[src/sv/range_min_segment_tree_assert.svh]
// assertion macros for the range minimum segment tree
`ifndef RANGE_MIN_SEGMENT_TREE_ASSERT_SVH
`define RANGE_MIN_SEGMENT_TREE_ASSERT_SVH

// property that must hold every cycle outside reset
`define RMST_ASSERT(lbl, prop) \
  lbl: assert property (@(posedge clk_i) disable iff (!rst_ni) (prop)) \
    else $error("rmst check failed");

// implication whose consequent is checked in the cycle after the antecedent
`define RMST_ASSERT_NEXT(lbl, ante, cons) \
  lbl: assert property (@(posedge clk_i) disable iff (!rst_ni) (ante) |=> (cons)) \
    else $error("rmst check failed");

`endif

[src/sv/rmst_pkg.sv]
// ----------------------------------------------------------------------------
// rmst_pkg
// shared types and constants of the range minimum segment tree
// ----------------------------------------------------------------------------
package rmst_pkg;
  localparam int unsigned Leaves = 1024;
  localparam int unsigned LeafW = $clog2(Leaves);
  localparam int unsigned NodeW = LeafW + 1;
  localparam int unsigned Depth = 2 * Leaves;
  localparam int unsigned ValW = 32;
  localparam int unsigned PosW = 10;
  localparam logic [ValW-1:0] AllOnes = '1;
  localparam int unsigned QDepth = 2;

  typedef enum logic {
    OP_UPDATE = 1'b0,
    OP_QUERY  = 1'b1
  } op_e;

  typedef struct packed {
    op_e             op;
    logic            skip;
    logic [LeafW-1:0] lo;
    logic [LeafW-1:0] hi;
    logic [ValW-1:0]  val;
  } cmd_t;

  typedef enum logic [2:0] {
    ST_IDLE,
    ST_CLEAR,
    ST_UPD_RD,
    ST_UPD_WAIT,
    ST_UPD_WR,
    ST_Q_STEP,
    ST_Q_WAIT,
    ST_OUT
  } state_e;
endpackage

[src/sv/rmst_front.sv]
// ----------------------------------------------------------------------------
// rmst_front
// accepts transactions, classifies them and queues commands
// ----------------------------------------------------------------------------
module rmst_front (
  input  logic                     clk_i,
  input  logic                     rst_ni,
  input  logic                     s_tvalid_i,
  output logic                     s_tready_o,
  input  logic [55:0]              s_tdata_i,
  output logic                     cmd_valid_o,
  input  logic                     cmd_ready_i,
  output rmst_pkg::cmd_t           cmd_o
);
  import rmst_pkg::*;

  cmd_t            q_mem [QDepth];
  logic            wp_q, rp_q;
  logic [1:0]      cnt_q;
  cmd_t            c;
  logic [PosW-1:0] lo, hi;
  logic            push, pop;

  assign lo = s_tdata_i[10:1];
  assign hi = s_tdata_i[20:11];

  always_comb begin
    c.op   = op_e'(s_tdata_i[0]);
    c.lo   = lo[LeafW-1:0];
    c.hi   = hi[LeafW-1:0];
    c.val  = s_tdata_i[52:21];
    if (c.op == OP_UPDATE) begin
      c.skip = ({22'd0, lo} >= Leaves);
    end else begin
      c.skip = (lo > hi) || ({22'd0, hi} >= Leaves);
    end
  end

  assign s_tready_o  = (cnt_q != 2'(QDepth));
  assign push        = s_tvalid_i && s_tready_o;
  assign cmd_valid_o = (cnt_q != 2'd0);
  assign pop         = cmd_valid_o && cmd_ready_i;
  assign cmd_o       = q_mem[rp_q];

  always_ff @(posedge clk_i) begin
    if (push) begin
      q_mem[wp_q] <= c;
    end
  end

  always_ff @(posedge clk_i or negedge rst_ni) begin
    if (!rst_ni) begin
      wp_q  <= 1'b0;
      rp_q  <= 1'b0;
      cnt_q <= 2'd0;
    end else begin
      if (push) wp_q <= ~wp_q;
      if (pop)  rp_q <= ~rp_q;
      cnt_q <= cnt_q + 2'(push) - 2'(pop);
    end
  end
endmodule

[config.mk]
export PLATFORM = sky130hd
export DESIGN_NAME = rmst_front
export DESIGN_NICKNAME = d
export VERILOG_FILES = /design/src/sv/range_min_segment_tree_assert.svh /design/src/sv/rmst_pkg.sv /design/src/sv/rmst_front.sv
export SDC_FILE = /design/constraint.sdc
export NUM_CORES = 1
export LEC_CHECK = 0
export BUFFER_PORTS_ARGS = -buffer_cell sky130_fd_sc_hd__buf_2
export CORE_ASPECT_RATIO = 1.75
export CORE_MARGIN = 5
export CORE_UTILIZATION = 30
export CTS_BUF_LIST = sky130_fd_sc_hd__clkbuf_16
export DETAILED_ROUTE_END_ITERATION = 10
export HOLD_SLACK_MARGIN = 0.06
export PLACE_DENSITY = 0.6
export SETUP_SLACK_MARGIN = 0.2
export SLEW_MARGIN = 20
export SYNTH_ARGS = -nofsm -noshare
export SYNTH_HDL_FRONTEND = slang
export SYNTH_SLANG_ARGS = --single-unit
[constraint.sdc]
create_clock -name clk_i -period 4.6 [get_ports clk_i]
set_input_delay 0.92 -clock clk_i [delete_from_list [all_inputs] [get_ports clk_i]]
set_output_delay 0.92 -clock clk_i [all_outputs]
set_load 0.05 [all_outputs]
==> impl_results.md, run 1 <==
- Final setup fails: 0
- Routed WL per cell: 15.8 um
- Clk Tree Root Cell: clkbuf_16
- Core area: around 15000 um^2
- CTS buffer count: 9
- N_diodes: 0
- First-pass GRT wire length: 13100 um
- Reg2reg start: cnt_q[1]
- Layout cells sized above 1: 0.544
- Worst reg2reg path depth: 4
- Synth Net Count: a little under 300
- Die Wd: 103 um
- Final Hold Vio Count: 0
- Cell count after synthesis: 220
- Clock transition at path regs: 0.08 ns
- Power, Total: 0.00404 W
- CTS sink count: 112
- Vias post-DR: roughly 2300
- WS Path Type: register to output pin
- Layout area overhead: 23.0%
- Fin util: 0.376
- PostCTS Resize Cnt: 0
- Critical Path Sink Type: output pin
- DR pass1 iterations: 4
- Antenna violations before repair: 0
- Vias in the first global route: 2470
- Ys Warns: 0
- PortBufs: 112
- Die Y: 173 um
- Crit Reg-Reg Endpoint: q_mem[0][19]
- Critical Path Source Type: register
- Initial drt markers: 46
- Pins over their slew limit: 0
- Clk Latency, worst-skew pair: between 0.3 and 0.4 ns
- CTS tree: done
- Number of setup buffers added after CTS: 0
- CTS H-tree depth: 3
- Final ANT Viol Nets: 0
- Longest Clk Path Bufs: 2
- Crit path capture: cmd_o[3]
- Final setup margin: 1.57 ns
- Status: finished clean
- Worst path arrival time: 2.11 ns
- Via density: 4.35
- Routability congestion estimate: 0.721
- Detailed Place HPWL: 6000 um
- Full die area: 17900 um^2
- Setup Slack @ Placement: 1.88 ns
- Pwr/cell area: 721 nW/um^2
- Period minus WS final: 3.03 ns
- Fin crit share: 0.658
- Row count: 59
- Tot GR Track Use: 0.0968
- Total grt overflow: 0
- Slew @ Worst Pin: just over 1 ns
- I/O pin count: between 100 and 150
- Unrepaired setup endpoints after global routing: no
- Cts hold-fix bufs: 0
- Fill count: 1428
- Setup crit start: rp_q
- Crit-path max FO: 55
- Final setup skew: 0.00811 ns
- Fmax: 0.330 GHz
- Yosys reg bits: 112
- Final wirelength: 8320 um
- Register area share after synthesis: 0.734
- Drt drc: 0
- Initial cell density of the core: 0.306
- Syn Area/Cell: around 21 um^2
- Max-cap violations: 0
- Mapped cell area: 4560 um^2
- Reg2reg setup slack: roughly 2.4 ns
- Max_slew headroom: 0.314
- Worst VDD drop: roughly 300 uV
- Nets: between 400 and 500
- Hold Crit Class: input pin to asynchronous set/reset pin
- Setup TNS: 0 ns
- Largest net degree at the start of global routing: 56
- Leak Pwr: 2.28 nW
- Worst path required time: 3.68 ns
- Unique cell type count in the Yosys netlist: 24
stage by stage:
step                cells  cell area, um^2  hold slack, ns
detailed placement    511             5310           0.508
floorplan             220             4560           0.460
global route          527             5600           0.350
CTS                   527             5600           0.351
finish                527             5600           0.371
global placement      511             5310           0.479
cell families (layout without fill, tap and decap cells):
group	count (synthesis)	in the layout	synth area share
AO/OA/AOI/OAI	8	8	0.0126
XOR/XNOR	4	4	0.00769
adder cells (fa/ha/maj)	12	12	0.0329
buffers and inverters	18	142	0.0247
flip-flops	112	112	0.734
multiplexers	54	54	0.174
AND/OR/NAND/NOR	12	12	0.0146
final cells by class:
cell class / instances / area (um^2) / share of cell area
Inverter: 12 / 45.0 / 0.00804
Clock inverter: 7 / 72.6 / 0.0129
Tap cell: 183 / 229 / 0.0409
Multi-Input combinational cell: 90 / 1110 / 0.198
Clock buffer: 9 / 225 / 0.0402
Timing Repair Buffer: 114 / 576 / 0.103
Sequential cell: 112 / 3350 / 0.597
cell usage in the layout (no fill, tap or decap), drive strengths merged, types with 2 or more instances in the layout:
| cell type | synthesis | final |
|---|---|---|
| xnor2 | 3 | 3 |
| edfxtp | 108 | 108 |
| nand4 | 2 | 2 |
| nor2 | 2 | 2 |
| clkbuf | 0 | 9 |
| ha | 12 | 12 |
| dfrtp | 4 | 4 |
| clkinv | 0 | 4 |
| nand3 | 2 | 2 |
| inv | 12 | 14 |
| buf | 6 | 114 |
| a21oi | 3 | 3 |
| mux2 | 54 | 54 |
how the worst min path moves through the flow:
| stage | start | cells past startpoint | endpoint |
|---|---|---|---|
| after floorplan | cnt_q[1] | 1 | cnt_q[1] |
| after global placement | cnt_q[1] | 1 | cnt_q[1] |
| after detailed placement | cnt_q[0] | 1 | cnt_q[0] |
| after CTS | rst_ni | 1 | rp_q |
| after global routing | rst_ni | 1 | rp_q |
| final | rst_ni | 1 | rp_q |
where the power goes:
part	internal [W]	leakage, nW	switching [W]	total (W)
sequential	0.00140	1.05	0.000188	0.00159
combinational	0.000571	1.08	0.00112	0.00169
clock	0.000423	0.149	0.000341	0.000764
cell usage after synthesis, drive strengths merged:
library cell / instances / area (um^2)
buf: 6 / 67.6
ha: 12 / 150
a21o: 1 / 7.51
dfrtp: 4 / 100
xnor2: 3 / 26.3
o311a: 1 / 10.0
and2: 1 / 8.76
mux2: 54 / 792
o21ai: 1 / 5.00
nor2: 2 / 7.51
nand2: 1 / 3.75
and3: 1 / 6.26
or2: 1 / 6.26
edfxtp: 108 / 3240
xor2: 1 / 8.76
nand4: 2 / 12.5
o21bai: 1 / 7.51
nand2b: 1 / 6.26
nand3: 2 / 10.0
nor3: 1 / 5.00
inv: 12 / 45.0
a211oi: 1 / 12.5
a21oi: 3 / 15.0
worst max-delay path, cell delays in order (launching register included):
cell	delay (ns)
dfrtp_4	1.12
mux2_2	0.43
buf_2	0.21
sequential cells by signal, indices dropped and copies added, names as in the netlist:
signal  count
wp_q        1
rp_q        1
cnt_q       2
q_mem     108
routing by layer:
layer | wire (um) | GRT usage | vias to the layer above
li1 | - | - | 1085
met1 | 2950 | 0.100 | 1128
met2 | 4760 | 0.177 | 65
met3 | 426 | 0.0242 | 12
met4 | 178 | 0.0427 | 0
met5 | 0 | 0 | -
No activity file was read; power rests on OpenSTA's default activity.
==> run 2, diff against run 1 <==
clock period = 3.02 ns   (was 4.6 ns; I/O delays follow)
==> run 2 against run 1 <==
  * Cell count grew 0.76%
  * Non-clock buffer count rose by 4
  * Largest cell class unchanged
  * Clock-buffer cell count stayed put
  * Critical endpoint is now cmd_o[6]
  * Via count increased by 1.7%
  * Critical path depth rose by 1
  * First-iteration DRC count up 65%
  * Power grew 52%
  * Critical path type unchanged
  * Setup slack got worse by 1.1 ns
  * Utilization increased by 0.26 points
==> impl_results.md, run 2 (synthesis gave the netlist of run 1 again) <==
- Full die area: 17900 um^2 (unchanged)
- PortBufs: 112 (unchanged)
- Hold Crit Class: input pin to register
- Number of setup buffers added after CTS: 0 (unchanged)
- Final ANT Viol Nets: 0 (unchanged)
- Reg2reg start: cnt_q[1]
- Fmax: between 0.3 and 0.4 GHz
- Antenna violations before repair: 0 (unchanged)
- Final setup fails: 0 (unchanged)
- CTS sink count: 112 (unchanged)
- Max-cap violations: 0 (unchanged)
- Longest Clk Path Bufs: 2 (unchanged)
- Initial drt markers: 76 (+65%)
- WS Path Type: register to output pin
- Placed cell count: 514 (+0.59%)
- Pwr/cell area: 1090 nW/um^2 (+51%)
- Final wirelength: 8250 um (-0.79%)
- Status: finished clean
- CTS buffer count: 9 (unchanged)
- Fill count: 1423 (-0.35%)
- Critical Path Sink Type: output pin
- Worst path arrival time: 1.97 ns (-0.14 ns)
- Biggest register: q_mem
- Worst reg2reg path depth: 4 (unchanged)
- Via density: 4.38 (+0.89%)
- Detailed Place HPWL: 5910 um (-1.5%)
- PostCTS Resize Cnt: 0 (unchanged)
- Setup crit start: rp_q
- Layout area overhead: 23.8%
- Critical Path Source Type: register
- Worst hold start: s_tdata_i[40]
- First-pass GRT wire length: 13000 um (-0.79%)
- Period minus WS final: 2.57 ns
- Max reg flops: 108 (unchanged)
- Most common cell after layout, fill and taps aside: buf_2
- CTS H-tree depth: 3 (unchanged)
- Routed WL per cell: 15.5 um (-1.5%)
- Most frequent cells in the layout: buf_2, edfxtp_1, mux2_4
- Clock transition at path regs: 0.07 ns (about the same)
- Vias in the first global route: 2611 (+5.7%)
- DR pass1 iterations: 4 (unchanged)
- Finished Layout Cells: 531 (+0.76%)
- Core area: 14900 um^2 (unchanged)
- I/O pin count: 116 (unchanged)
- Routability congestion estimate: 0.701 (-2.8%)
- Crit Reg-Reg Endpoint: q_mem[0][37]
- CTS tree: done
- Tot GR Track Use: 0.0952 (-0.00161)
- Vias post-DR: 2328 (+1.7%)
- Worst VDD drop: 344 uV (+16%)
- Setup TNS: 0 ns (unchanged)
- Row count: 59 (unchanged)
- Crit-path max FO: 30 (-45%)
- Final setup skew: 0.00779 ns (-0.000315 ns)
- N_diodes: 0 (unchanged)
- Hold path depth: 1
- Unrepaired setup endpoints after global routing: no
- Slew @ Worst Pin: 0.749 ns (-0.280 ns)
- Die Y: 173 um (unchanged)
- Nets: 415 (+0.97%)
- Clk Tree Root Cell: clkbuf_16
- Final Hold Vio Count: 0 (unchanged)
- Layout cells sized above 1: 0.549 (+0.00525)
- Cts hold-fix bufs: 1 (+1)
- Initial cell density of the core: 0.306 (unchanged)
- Final setup margin: 0.451 ns (-1.12 ns)
- Total grt overflow: 0 (unchanged)
- Top Registers: q_mem: 108 flops, cnt_q: 2 flops
- Setup Slack @ Placement: 0.789 ns (-1.09 ns)
- Clk Latency, worst-skew pair: 0.34 ns (about the same)
- Largest net degree at the start of global routing: 55 (-1.8%)
- Hold slack final: 0.451 ns (+0.0798 ns)
- Hold path endpoint: q_mem[1][19]
- Reg2reg setup slack: 1.25 ns (-1.19 ns)
- Drt drc: 0 (unchanged)
- Pins over their slew limit: 0 (unchanged)
- Die Wd: 103 um (unchanged)
- Worst path required time: 2.42 ns (-1.26 ns)
- Max_slew headroom: 0.501 (+0.187)
- Leak Pwr: 2.30 nW (+0.78%)
- Fin crit share: 0.851
-- run 2: cell types whose count changed in the layout (fill, tap and decap cells not counted), sizes merged --
cell         change
dlygate4sd3      +1
bufinv           -1
buf              +3
clkinv           -3
clkinvlp         +1
inv              +3
-- run 2: layout make-up --
class,instances,area (um^2),share of cell area
multi-input cells,90,1110,0.197
well taps,183,229,0.0406
clock buffers,9,225,0.0399
flip-flops and latches,112,3350,0.593
clock inverters,7,53.8,0.00953
inverters,12,45.0,0.00798
repair buffers,118,633,0.112
-- run 2: per-stage QoR --
step | util | power [W] | cell area (um^2)
2_1_floorplan | - | 0.00458 | 4560
3_3_place_gp | 0.359 | 0.00508 | 5350
3_5_place_dp | 0.359 | 0.00513 | 5350
4_1_cts | 0.378 | 0.00627 | 5640
5_1_grt | 0.378 | 0.00645 | 5640
6_report | 0.378 | 0.00615 | 5640
-- run 2: worst max path at each step --
stage / to / slack (ns) / cells past startpoint
6_report: cmd_o[6] / 0.45 / 3
5_1_grt: cmd_o[49] / 0.35 / 3
4_1_cts: cmd_o[6] / 0.39 / 3
3_5_place_dp: cmd_o[6] / 0.79 / 3
3_3_place_gp: cmd_o[49] / 0.80 / 3
2_1_floorplan: q_mem[1][0] / 0.38 / 2
-- run 2: report_power, final --
| group | internal [W] | total (W) | switching [W] | leakage, nW |
|---|---|---|---|---|
| combinational | 0.000905 | 0.00271 | 0.00180 | 1.11 |
| clock | 0.000571 | 0.00111 | 0.000541 | 0.140 |
| sequential | 0.00213 | 0.00233 | 0.000200 | 1.05 |
-- run 2: worst max-delay path, cell delays in order, from the launching register on --
cell	delay (ns)
dfrtp_4	0.80
buf_12	0.26
mux2_4	0.31
buf_2	0.21
-- run 2: layer usage --
layer | wire [um] | share of wire | GRT usage | vias up
met5 | 0 | 0 | 0 | -
met4 | 123 | 0.015 | 0.0373 | 0
met3 | 457 | 0.055 | 0.0226 | 9
met2 | 4570 | 0.55 | 0.175 | 77
met1 | 3100 | 0.38 | 0.101 | 1149
li1 | - | - | - | 1093
==> run 3, diff against run 2 <==
REMOVE_ABC_BUFFERS = 1   (was default)
==> run 3 against run 2 <==
  * Cell count down 0.19%
  * Global-route usage increased by 0.30 points
  * First-iteration DRC count is 9.2% lower
  * Power decreased by 0.87%
  * Critical path type unchanged
  * Die area unchanged
  * Setup slack better by 0.054 ns
==> impl_results.md, run 3 (synthesis gave the netlist of run 1 again) <==
- Status: finished clean
- Leak Pwr: 2.28 nW (-0.58%)
- DR pass1 iterations: 4 (unchanged)
- Reg area: 3350 um^2 (unchanged)
- Pins over their slew limit: 0 (unchanged)
- Die Wd: 103 um (unchanged)
- Top Registers: q_mem: 108 flops, cnt_q: 2 flops
- Final wirelength: 8560 um (+3.7%)
- Routed WL per cell: 16.2 um (+3.9%)
- Routability congestion estimate: 0.700 (about the same)
- Max-cap violations: 0 (unchanged)
- Total grt overflow: 0 (unchanged)
- PortBufs: 112 (unchanged)
- Reg2reg start: cnt_q[1]
- Fmax: 0.398 GHz (+2.1%)
- Vias in the first global route: 2455 (-6.0%)
- Full die area: 17900 um^2 (unchanged)
- Longest Clk Path Bufs: 2 (unchanged)
- Detailed Place HPWL: 6140 um (+3.9%)
- Biggest register: q_mem
- Worst VDD drop: 382 uV (+11%)
- Number of setup buffers added after CTS: 0 (unchanged)
- Antenna violations before repair: 0 (unchanged)
- Die Y: 173 um (unchanged)
- Setup crit start: rp_q
- Critical Path Source Type: register
- Hold slack final: 0.455 ns (+0.00428 ns)
- Unrepaired setup endpoints after global routing: no
- Most common cell after layout, fill and taps aside: buf_2
- Tot GR Track Use: 0.0982 (+0.00304)
- Hold Crit Class: input pin to register
- Most frequent cells in the layout: buf_2, edfxtp_1, mux2_4
- CTS tree: done
- First-pass GRT wire length: 13100 um (+0.53%)
- Fill count: 1434 (+0.77%)
- Clock transition at path regs: 0.07 ns (about the same)
- Max_slew headroom: 0.498 (-0.00253)
- Worst hold start: s_tdata_i[33]
- Worst path arrival time: 1.91 ns (-0.06 ns)
- Hold path depth: 1 (unchanged)
- Largest net degree at the start of global routing: 55 (unchanged)
- Finished Layout Cells: 530 (-0.19%)
- Max reg flops: 108 (unchanged)
- Area of the multi-input gates: 1110 um^2 (unchanged)
- Crit-path max FO: 19 (-37%)
- Final setup skew: 0.0101 ns (+0.00236 ns)
- Reg2reg setup slack: 1.26 ns (about the same)
- Cts hold-fix bufs: 1 (unchanged)
- Vias post-DR: 2261 (-2.9%)
- Nets: 414 (-0.24%)
- Via density: 4.27 (-2.7%)
- Pwr/cell area: 1080 nW/um^2 (-0.54%)
- WS Path Type: register to output pin
- Critical Path Sink Type: output pin
- Fin crit share: 0.833 (-0.0179)
- Layout area overhead: 23.4%
- Hold path endpoint: q_mem[1][12]
- PostCTS Resize Cnt: 0 (unchanged)
- Final ANT Viol Nets: 0 (unchanged)
- Crit Reg-Reg Endpoint: q_mem[0][17]
- Initial drt markers: 69 (-9.2%)
- Final Hold Vio Count: 0 (unchanged)
- Worst reg2reg path depth: 4 (unchanged)
- Core area: 14900 um^2 (unchanged)
- N_diodes: 0 (unchanged)
- CTS sink count: 112 (unchanged)
- Layout cells sized above 1: 0.542 (-0.00706)
- Placed cell count: 513 (-0.19%)
- Final setup fails: 0 (unchanged)
- Row count: 59 (unchanged)
- Slew @ Worst Pin: 0.753 ns (+0.00380 ns)
- Period minus WS final: 2.52 ns (-0.0539 ns)
- CTS buffer count: 9 (unchanged)
- Drt drc: 0 (unchanged)
- Clk Tree Root Cell: clkbuf_16
- CTS H-tree depth: 3 (unchanged)
- Initial cell density of the core: 0.306 (unchanged)
- Clk Latency, worst-skew pair: 0.33 ns (about the same)
- I/O pin count: 116 (unchanged)
- Worst path required time: 2.42 ns (about the same)
run 3: cell types whose count changed in the layout (fill, tap and decap cells not counted), sizes merged:
cell	before	now
buf	117	116
clkinvlp	1	3
inv	17	15
run 3: power by group:
part / total, W / internal (W) / switching (W)
clock network: 0.00106 / 0.000552 / 0.000509
registers: 0.00229 / 0.00213 / 0.000161
logic: 0.00274 / 0.000894 / 0.00185
total: 0.00610 / 0.00358 / 0.00252
run 3: worst max path at each step:
stage / end / slack (ns)
2_1_floorplan: q_mem[0][0] / -0.73
3_3_place_gp: cmd_o[2] / 0.84
3_5_place_dp: cmd_o[2] / 0.84
4_1_cts: cmd_o[2] / 0.45
5_1_grt: cmd_o[2] / 0.40
6_report: cmd_o[2] / 0.50
run 3: per-stage QoR:
| step | cell area, um^2 | util | setup slack, ns | TNS, ns | power (W) |
|---|---|---|---|---|---|
| 6_report | 5620 | 0.377 | 0.505 | 0 | 0.00610 |
| 3_3_place_gp | 5350 | 0.359 | 0.836 | 0 | 0.00509 |
| 4_1_cts | 5620 | 0.377 | 0.452 | 0 | 0.00621 |
| 2_1_floorplan | 4490 | - | -0.734 | -45.58 | 0.00455 |
| 3_5_place_dp | 5350 | 0.359 | 0.835 | 0 | 0.00513 |
| 5_1_grt | 5620 | 0.377 | 0.404 | 0 | 0.00639 |
run 3: metal layers:
| layer | GRT usage | routed length [um] | vias up | part of all wire |
|---|---|---|---|---|
| met4 | 0.0340 | 137 | 0 | 0.016 |
| met3 | 0.0230 | 347 | 8 | 0.041 |
| met5 | 0 | 0 | - | 0 |
| met2 | 0.182 | 4900 | 52 | 0.57 |
| met1 | 0.105 | 3170 | 1113 | 0.37 |
| li1 | - | - | 1088 | - |
run 3: cell type report:
type | count | share of cell area
clock buffer | 9 | 0.0400
multi-input combinational | 90 | 0.197
tap | 183 | 0.0407
timing repair buffer | 117 | 0.111
clock inverter | 7 | 0.00756
inverter | 12 | 0.00801
sequential | 112 | 0.595
run 3: critical path, cell delays in order, from the launching register on:
cell,delay (ns)
dfrtp_4,0.68
buf_4,0.31
mux2_2,0.36
buf_2,0.21
